===== config.mk =====
export PLATFORM = sky130hd
export DESIGN_NAME = modular_exponentiation
export DESIGN_NICKNAME = d
export VERILOG_FILES = /design/src/hw/rtl/mexp_pkg.sv /design/src/hw/rtl/modular_exponentiation.sv
export VERILOG_INCLUDE_DIRS = /design/src /design/src/hw/rtl
export SDC_FILE = /design/constraint.sdc
export NUM_CORES = 1
export LEC_CHECK = 0
export BUFFER_PORTS_ARGS = -buffer_cell sky130_fd_sc_hd__buf_4
export CAP_MARGIN = 40
export CORE_MARGIN = 2
export CORE_UTILIZATION = 61
export DETAILED_ROUTE_END_ITERATION = 6
export PLACE_DENSITY = 0.82
export SYNTH_ARGS = -nofsm -noshare
export SYNTH_HDL_FRONTEND = slang
export SYNTH_SLANG_ARGS = --single-unit

===== constraint.sdc =====
create_clock -name clk -period 8.5 [get_ports clk]
set_input_delay 0.425 -clock clk [delete_from_list [all_inputs] [get_ports clk]]
set_output_delay 0.425 -clock clk [all_outputs]
set_load 0.05 [all_outputs]

===== src/hw/rtl/modular_exponentiation_defines.svh =====
// Assertion helpers for the modular exponentiation RTL.
`ifndef MODULAR_EXPONENTIATION_DEFINES_SVH
`define MODULAR_EXPONENTIATION_DEFINES_SVH

// Concurrent assertion on an explicit clock and active-low reset.
`define MEXP_ASSERT_CLK(label, clk_sig, rstn_sig, prop, msg) \
    label: assert property (@(posedge clk_sig) disable iff (!rstn_sig) prop) \
        else $error(msg);

// Concurrent assertion on the block clock and reset.
`define MEXP_ASSERT(label, prop, msg) \
    `MEXP_ASSERT_CLK(label, clk, rst_n, prop, msg)

`endif


===== src/hw/rtl/mexp_pkg.sv =====
`default_nettype none

package mexp_pkg;

    localparam int unsigned FIELD_BITS     = 31;
    localparam int unsigned EXP_FIELD_BITS = 63;
    localparam logic [FIELD_BITS-1:0] MODULUS_RESET = 31'd1000000007;

    typedef enum logic [5:0] {
        ST_IDLE = 6'b000001,
        ST_BRED = 6'b000010,
        ST_SKIP = 6'b000100,
        ST_SQR  = 6'b001000,
        ST_MUL  = 6'b010000,
        ST_DONE = 6'b100000
    } mexp_state_t;

endpackage

`default_nettype wire


===== src/hw/rtl/modular_exponentiation.sv =====
// Modular exponentiation, power = base ** exponent mod modulus, by left-to-right
// square and multiply. A single bit-serial modular multiplier does all the work,
// consuming one multiplier bit per cycle. With exponent zero the result (1) goes
// straight to the done state. Otherwise a transaction first reduces the base,
// then skips the leading zero exponent bits, then for each exponent bit from the
// most significant set bit down does a square, plus a multiply when the bit is
// set, and finishes in the done state. A new request is taken only while the
// multiplier is idle; a finished result waits in the output register without
// holding off the next request. The modulus register may be written only while
// no request is in flight; a value of zero acts as 2**MOD_BITS.
`default_nettype none
`include "modular_exponentiation_defines.svh"

module modular_exponentiation
    import mexp_pkg::*;
#(
    parameter int unsigned EXP_BITS = 63,
    parameter int unsigned MOD_BITS = 31
)
(
    input  wire logic                      clk,
    input  wire logic                      rst_n,

    input  wire logic                      cfg_valid,
    output      logic                      cfg_ready,
    input  wire logic [FIELD_BITS-1:0]     modulus,

    input  wire logic                      req_valid,
    output      logic                      req_stall,
    input  wire logic [FIELD_BITS-1:0]     base,
    input  wire logic [EXP_FIELD_BITS-1:0] exponent,

    output      logic                      rsp_valid,
    input  wire logic                      rsp_stall,
    output      logic [FIELD_BITS-1:0]     power
);

    localparam int unsigned MW = MOD_BITS + 1;
    localparam int unsigned TW = MOD_BITS + 2;
    localparam int unsigned EW = $clog2(EXP_BITS + 1);
    localparam int unsigned CW = $clog2(FIELD_BITS + 1);

    mexp_state_t st_reg, st_next;

    logic [MOD_BITS-1:0]   mod_reg;
    logic [FIELD_BITS-1:0] x_reg, x_next;
    logic [MOD_BITS-1:0]   r_reg, r_next;
    logic [MOD_BITS-1:0]   acc_reg, acc_next;
    logic [MOD_BITS-1:0]   bred_reg, bred_next;
    logic [EXP_BITS-1:0]   e_reg, e_next;
    logic [EW-1:0]         ecnt_reg, ecnt_next;
    logic [CW-1:0]         cnt_reg, cnt_next;
    logic                  rsp_valid_reg, rsp_valid_next;
    logic [FIELD_BITS-1:0] power_reg, power_next;

    logic [MW-1:0]       m_eff;
    logic [MOD_BITS-1:0] one_red;
    logic [MOD_BITS-1:0] y_sel;
    logic [TW-1:0]       t_sum;
    logic [TW-1:0]       m1;
    logic [TW-1:0]       m2;
    logic [TW-1:0]       t_sub;
    logic [MOD_BITS-1:0] step_res;
    logic                req_acc;
    logic                out_free;
    logic                mul_last;
    logic                e_bit;

    assign m_eff   = (mod_reg == '0) ? (MW'(1) << MOD_BITS) : {1'b0, mod_reg};
    assign one_red = (m_eff == MW'(1)) ? '0 : MOD_BITS'(1);

    always_comb
    begin
        unique case (st_reg)
            ST_BRED: y_sel = one_red;
            ST_SQR:  y_sel = acc_reg;
            default: y_sel = bred_reg;
        endcase
    end

    // r = 2r + xbit*y, then bring below m (at most 3m - 3 before the correction)
    assign t_sum = {1'b0, r_reg, 1'b0} + (x_reg[FIELD_BITS-1] ? TW'(y_sel) : '0);
    assign m1    = TW'(m_eff);
    assign m2    = {m_eff, 1'b0};

    always_comb
    begin
        priority if (t_sum >= m2)
            t_sub = t_sum - m2;
        else if (t_sum >= m1)
            t_sub = t_sum - m1;
        else
            t_sub = t_sum;
    end

    assign step_res = t_sub[MOD_BITS-1:0];

    assign req_stall = (st_reg != ST_IDLE);
    assign req_acc   = req_valid && !req_stall;
    assign cfg_ready = 1'b1;
    assign out_free  = !rsp_valid_reg || !rsp_stall;
    assign mul_last  = (cnt_reg == CW'(1));
    assign e_bit     = e_reg[EXP_BITS-1];
    assign rsp_valid = rsp_valid_reg;
    assign power     = power_reg;

    always_comb
    begin
        st_next        = st_reg;
        x_next         = x_reg;
        r_next         = r_reg;
        acc_next       = acc_reg;
        bred_next      = bred_reg;
        e_next         = e_reg;
        ecnt_next      = ecnt_reg;
        cnt_next       = cnt_reg;
        rsp_valid_next = rsp_valid_reg;
        power_next     = power_reg;

        if (rsp_valid_reg && !rsp_stall)
        begin
            rsp_valid_next = 1'b0;
        end

        unique case (st_reg)
            ST_IDLE:
            begin
                if (req_acc)
                begin
                    e_next    = exponent[EXP_BITS-1:0];
                    ecnt_next = EW'(EXP_BITS);
                    if (exponent[EXP_BITS-1:0] == '0)
                    begin
                        acc_next = MOD_BITS'(1);
                        st_next  = ST_DONE;
                    end
                    else
                    begin
                        x_next   = base;
                        r_next   = '0;
                        cnt_next = CW'(FIELD_BITS);
                        st_next  = ST_BRED;
                    end
                end
            end

            ST_BRED:
            begin
                r_next   = step_res;
                x_next   = x_reg << 1;
                cnt_next = cnt_reg - CW'(1);
                if (mul_last)
                begin
                    bred_next = step_res;
                    acc_next  = one_red;
                    st_next   = ST_SKIP;
                end
            end

            ST_SKIP:
            begin
                if (e_bit)
                begin
                    x_next   = FIELD_BITS'(acc_reg) << (FIELD_BITS - MOD_BITS);
                    r_next   = '0;
                    cnt_next = CW'(MOD_BITS);
                    st_next  = ST_SQR;
                end
                else
                begin
                    e_next    = e_reg << 1;
                    ecnt_next = ecnt_reg - EW'(1);
                end
            end

            ST_SQR, ST_MUL:
            begin
                r_next   = step_res;
                x_next   = x_reg << 1;
                cnt_next = cnt_reg - CW'(1);
                if (mul_last)
                begin
                    acc_next = step_res;
                    r_next   = '0;
                    cnt_next = CW'(MOD_BITS);
                    x_next   = FIELD_BITS'(step_res) << (FIELD_BITS - MOD_BITS);
                    if (st_reg == ST_SQR && e_bit)
                    begin
                        st_next = ST_MUL;
                    end
                    else if (ecnt_reg == EW'(1))
                    begin
                        st_next = ST_DONE;
                    end
                    else
                    begin
                        e_next    = e_reg << 1;
                        ecnt_next = ecnt_reg - EW'(1);
                        st_next   = ST_SQR;
                    end
                end
            end

            ST_DONE:
            begin
                if (out_free)
                begin
                    power_next     = FIELD_BITS'(acc_reg);
                    rsp_valid_next = 1'b1;
                    st_next        = ST_IDLE;
                end
            end

            default:
            begin
                st_next = ST_IDLE;
            end
        endcase
    end

    always_ff @(posedge clk or negedge rst_n)
    begin
        if (!rst_n)
        begin
            st_reg        <= ST_IDLE;
            mod_reg       <= MODULUS_RESET[MOD_BITS-1:0];
            rsp_valid_reg <= 1'b0;
        end
        else
        begin
            st_reg        <= st_next;
            rsp_valid_reg <= rsp_valid_next;
            if (cfg_valid && cfg_ready)
            begin
                mod_reg <= modulus[MOD_BITS-1:0];
            end
        end
    end

    always_ff @(posedge clk)
    begin
        x_reg     <= x_next;
        r_reg     <= r_next;
        acc_reg   <= acc_next;
        bred_reg  <= bred_next;
        e_reg     <= e_next;
        ecnt_reg  <= ecnt_next;
        cnt_reg   <= cnt_next;
        power_reg <= power_next;
    end

    `MEXP_ASSERT(a_acc_reduced,
        (st_reg == ST_SQR || st_reg == ST_MUL) |-> (MW'(acc_reg) < m_eff),
        "accumulator not reduced during multiply")

    `MEXP_ASSERT(a_partial_reduced,
        (st_reg == ST_SQR || st_reg == ST_MUL || st_reg == ST_BRED) |-> (MW'(r_reg) < m_eff),
        "partial product not reduced")

    `MEXP_ASSERT(a_cnt_live,
        (st_reg == ST_SQR || st_reg == ST_MUL || st_reg == ST_BRED) |-> (cnt_reg != '0),
        "multiplier bit count exhausted")

    `MEXP_ASSERT(a_rsp_from_done,
        $rose(rsp_valid_reg) |-> $past(st_reg == ST_DONE),
        "response raised outside completion")

endmodule

`default_nettype wire


# ---- After elaboration in Yosys (flattened, before gate mapping)
# Index checks and enable logic that the tools add are counted.
dict set report word_totals {
  register_bits 267
  input_bits 130
  out_inout_bits 34
  wordCells 109
}
dict set report classes {
  add_sub_neg 5
  order_cmp 2
  eq_ne 20
  muxes 50
  reduce_logical 20
}
# cell n
set ops {}
lappend ops {{two-way mux 31 bit} 15}
lappend ops {{two-way mux 63 bit} 5}
lappend ops {{one-hot mux 31 bit (4 select lines)} 2}
lappend ops {{one-hot mux 63 bit (3 select lines)} 1}
lappend ops {{one-hot mux 31 bit (3 select lines)} 1}
lappend ops {{two-way mux 6 bit} 13}
lappend ops {{zero test 63 bit} 1}
lappend ops {{one-hot mux 31 bit (2 select lines)} 1}
lappend ops {{subtractor 31 bit} 2}
lappend ops {{adder 32 x 31 -> 33 bit} 1}
lappend ops {{>= comparator 33 x 32 -> 1 bit} 1}
lappend ops {{>= comparator 33 bit} 1}
lappend ops {{== test 32 x 1 -> 1 bit (second input constant)} 1}
lappend ops {{two-way mux 32 bit} 1}
lappend ops {{zero test 31 bit} 1}
lappend ops {{one-hot mux 6 bit (5 select lines)} 1}
lappend ops {{two-way mux 5 bit} 4}
lappend ops {{!= test 2 bit (second input constant)} 10}
lappend ops {{one-hot mux 5 bit (4 select lines)} 1}
lappend ops {{one-hot mux 6 bit (3 select lines)} 1}
lappend ops {{AND reduction 5 bit} 3}
lappend ops {{== test 6 x 1 -> 1 bit (second input constant)} 2}
lappend ops {{== test 6 x 2 -> 1 bit (second input constant)} 1}
lappend ops {{== test 6 x 3 -> 1 bit (second input constant)} 1}
lappend ops {{17 further kinds} 26}

# ---- Logic depth before layout (Yosys ltp)
dict set report logic_depth {
  depth_word 12
  depth_mapped 31
}

# ---- Least setup slack after synthesis
# Ideal clock, no wire load.
dict set report synth_path {
  path_kind {reg-to-reg}
  from {register st_reg[4]}
  to {register e_reg[0], enable pin}
  setup_ns 0.597
  arrival_ns 6.930
  path_slack_ns 0.972
  path_stages_with_launch 7
  path_buffers 0
  cell_sequence {dfrtp_1 nor2_1 nand2_1 nor3b_1 inv_1 a2111oi_0 a21boi_0}
}
dict set report synth_between {
  elab_chain_len 5
}
# item line_no
set synth_rtl {}
lappend synth_rtl {{start, declared} modular_exponentiation.sv:43} ;# mexp_state_t st_reg, st_next;
lappend synth_rtl {{start signal, assigned} modular_exponentiation.sv:231} ;# st_reg <= st_next;
lappend synth_rtl {{!= test 6 x 1 -> 1 bit} modular_exponentiation.sv:98} ;# assign req_stall = (st_reg != ST_IDLE);
lappend synth_rtl {{via req_stall} modular_exponentiation.sv:29} ;# output logic req_stall,
lappend synth_rtl {{zero test 1 bit} modular_exponentiation.sv:99} ;# assign req_acc = req_valid && !req_stall;
lappend synth_rtl {{logical AND 1 bit} modular_exponentiation.sv:99}
lappend synth_rtl {{!= test 2 bit (no source line)} n/a}
lappend synth_rtl {{AND reduction 6 bit (no source line)} n/a}
lappend synth_rtl {{end signal, assigned} modular_exponentiation.sv:246} ;# e_reg <= e_next;
lappend synth_rtl {{end, declared} modular_exponentiation.sv:50} ;# logic [EXP_BITS-1:0] e_reg, e_next;
# The timed path passes the listed nets, and every way through them passes these cells.
# A chain may end at the register's enable or synchronous reset.

# ---- Worst setup path after layout
dict set report layout_path {
  from {register st_reg[4]}
  to {register x_reg[10] (data pin)}
}
dict set report layout_between {
  elab_chain_len 9
}
# item line_no
set layout_rtl {}
lappend layout_rtl {{== test 6 x 4 -> 1 bit / == test 6 x 2 -> 1 bit (equally long branches)} {modular_exponentiation.sv:74, modular_exponentiation.sv:125}}
lappend layout_rtl {{one-hot mux 31 bit (2 select lines)} modular_exponentiation.sv:74} ;# unique case (st_reg)
lappend layout_rtl {{two-way mux 31 bit} modular_exponentiation.sv:82} ;# assign t_sum = {1'b0, r_reg, 1'b0} + (x_reg[FIELD_BITS-1] ? TW'(y_sel) : '0);
lappend layout_rtl {{adder 32 x 31 -> 33 bit} modular_exponentiation.sv:82}
lappend layout_rtl {{subtractor 31 bit / >= comparator 33 x 32 -> 1 bit (equally long branches)} {modular_exponentiation.sv:91, modular_exponentiation.sv:90}}
lappend layout_rtl {{two-way mux 31 bit} modular_exponentiation.sv:90} ;# else if (t_sum >= m1)
lappend layout_rtl {{two-way mux 31 bit} modular_exponentiation.sv:88} ;# priority if (t_sum >= m2)
lappend layout_rtl {{two-way mux 31 bit} modular_exponentiation.sv:181} ;# if (mul_last)
lappend layout_rtl {{one-hot mux 31 bit (4 select lines) (*)} modular_exponentiation.sv:125} ;# unique case (st_reg)
lappend layout_rtl {{via x_next[10]} modular_exponentiation.sv:46} ;# logic [FIELD_BITS-1:0] x_reg, x_next;
lappend layout_rtl {{end signal, assigned} modular_exponentiation.sv:242} ;# x_reg <= x_next;
lappend layout_rtl {{end, declared} modular_exponentiation.sv:46}
# The timed path passes the listed nets; every way through them passes the cells marked *.

==> run metrics <==
Worst Hold Class=input pin to flop; Layout Cells excl Fill=about 2200; Synth-to-Final Area Change=15.38%; Avg WL per Cell=around 23 microns; crit-path max FO=27; CTS HTree Levels=1; Post-synth ARST share=14.23%; DRC errors left=0; Syn Std Cell Area=0.01685 sq mm; placed instance count=between 2000 and 2500; root buf cell=clkbuf_16; number of fill cells in the layout=between 1500 and 2000; Row Count=60; unrepaired setup endpoints after global routing=no; Die Wd=between 150 and 200 microns; count of cell types in the netlist=89; Slew HR=between 40% and 50%; Initial DRC Count=1819; via/cell ratio=6.641; number of global-route vias before repair=13777; Sequential Area=~0.0078 sq mm; post-route minimum period=7.711 ns; final core utilization=71.93%; GRT overflow=0; Mapped Nets=between 1500 and 2000; share of layout cells above drive strength 1=16.74%; routed vias=14285; Ant. Diodes=0; All-Layer GR Usage=roughly a third; Initial Util=around 62%; Yosys top cell area share=about two fifths; post-cts resize count=0; Die Ht=between 150 and 200 microns; Final Hold Fails=0; CTS max path bufs=3; flops & latches, synth=roughly 270; Final setup viols=0; Crit Path Category=flop to flop; port bufs=between 150 and 200; routability cong.=around 1; Startpoint Class=flop; initial antenna violation count=0; Max Freq=between 0.1 and 0.15 GHz; CTS clk-pin slew, worst paths=0.07 ns; element type at the critical path end=flop; Place WS=about 0.98 ns; CTS Buf Count=29; first-pass GRT wire length=roughly 76000 microns; first-pass detailed-route iteration total=6; number of enable flip-flop cells after synthesis=229; Max Slew Vio Count=0; CTS tree=yes; WP data required=8.77 ns; die area=roughly 0.029 sq mm; drt total wl=about 49000 microns; Core Box Area=between 0.02 and 0.03 sq mm; Final Net Count=between 2000 and 2500; CTS Sinks=about 270; detailed placement HPWL=about 36000 microns; cell taking the most area after synthesis=edfxtp_1; ANT nets after route=0; outcome=finished, final reports clean; Hold-fix buffers, CTS=1; Most used DFF post-synth=edfxtp_1; synth warn=0; Setup TNS=0 ns; clk_skew=around 0.024 ns; post-synthesis instance total=~1600; setup ws final=0.7895 ns; Syn Area/Cell=10.28 sq um; Ports=164; register area share after synthesis=46.59%; top cells by area, synth=edfxtp_1 (41%), ha_1 (7.3%), a22o_1 (3.4%), a21oi_1 (3.2%), dfrtp_1 (3.1%); final period utilization=90.71%; area of the multi-input gates=around 0.0085 sq mm; max_cap viols=0; Worst-Skew Late Latency=between 0.5 and 0.6 ns; post-CTS setup buffers=0; Worst-Margin Slew=~0.76 ns; largest net degree at the start of global routing=63; Largest register FFs=63; WP data arrival=between 7 and 8 ns
-- path summary, 6_finish.rpt --
kind	start	to	slack, ns	cells after the start
setup reg to reg	st_reg[4]	x_reg[10]	0.79	27
max in group asynchronous	rst_n	st_reg[0]	7.72	2
setup / recovery	st_reg[4]	x_reg[10]	0.79	27
hold / removal	modulus[20]	mod_reg[20]	0.04	3
min in group asynchronous	rst_n	mod_reg[22]	0.36	2
hold reg to reg	acc_reg[19]	power[19]	0.48	0
-- synthesized netlist by cell type, drive strengths merged, types with 32 or more instances --
master,number
a21o,40
o21ai,104
xnor2,44
ha,98
inv,85
a22oi,32
nor2,134
nand2,124
a21oi,113
nor2b,42
edfxtp,229
clkbuf,56
a22o,66
-- cell families after synthesis --
logic type / share of synthesized area, %
compound gates: 22.82
simple gates: 13.84
flops: 46.59
buf+inv: 3.617
fa+ha+maj: 7.635
xor+xnor: 3.847
mux: 1.626
other cells: 0.02226
-- layout by cell type (no fill, tap or decap), types with 8 or more instances in the layout --
cell type,netlist,final
o21a_1,26,26
xor2_1,30,30
xnor2_1,44,44
a21o_1,40,40
edfxtp_1,229,229
and2_1,26,26
a21boi_0,10,9
ha_1,98,98
o21bai_1,10,10
clkbuf_16,0,29
nor2_1,134,128
buf_4,6,178
a221oi_1,17,17
a21oi_1,108,107
nor4_1,27,27
mux2_2,14,14
nand4_1,22,22
a221o_1,12,12
dfstp_2,17,17
nand3_1,26,26
nand2_1,123,123
inv_1,83,83
nand2b_1,9,9
a211oi_1,14,14
nor2b_1,41,41
mux2i_1,8,8
and3_1,17,17
a22o_1,66,66
a22oi_1,31,31
o21ai_0,81,80
clkinv_1,0,10
dfrtp_1,21,21
o21ai_1,23,22
o22ai_1,10,10
nor3_1,23,22
-- worst max-delay path, stage by stage, from the launching register on --
cell      delay [ns]
dfrtp_1         0.42
nor2_1          0.26
nand2_1         0.11
nor3b_1         0.43
nor2_2          0.14
buf_4           0.27
a22oi_1         0.18
nor2b_1         0.08
ha_1            0.21
fa_1            0.42
a211oi_1        0.31
o21ai_1         0.14
o211a_1         0.16
o21a_1          0.18
nor2_1          0.16
o21ai_0         0.12
xor2_1          0.28
ha_1            0.39
a41oi_2         0.21
o21ai_1         0.17
a21oi_1         0.27
nand4_1         0.18
a221o_1         0.50
a221oi_2        0.39
nand2_1         0.37
buf_4           0.33
o21ai_1         0.49
a21boi_0        0.21
-- metrics by stage --
step / instance area, sq um / hold slack (ns)
floorplan: 16850 / 0.1294
global placement: 18390 / 0.4235
detailed placement: 18490 / 0.4438
CTS: 19440 / 0.02267
global route: 19440 / 0.05535
finish: 19440 / 0.04263
-- area by class of cell --
cell class,instances,share of cell area [%]
clock inverters,23,1.049
multi-input cells,1219,43.51
clock buffers,31,3.772
well taps,341,2.195
inverters,85,1.641
flip-flops and latches,267,40.38
repair buffers,185,7.460
-- per-layer routing --
layer	global-route usage (%)	up-vias	share of wire [%]	wire length, microns
met5	0	-	0	0
met2	54.26	803	47	23080
li1	-	6526	-	-
met4	11.82	0	3.4	1652
met1	46.61	6850	41	20070
met3	5.279	106	8.8	4346
Power is left out: the tool's default activity adds up to more than one toggle a clock period on the data nets, which glitch-free logic cannot reach.
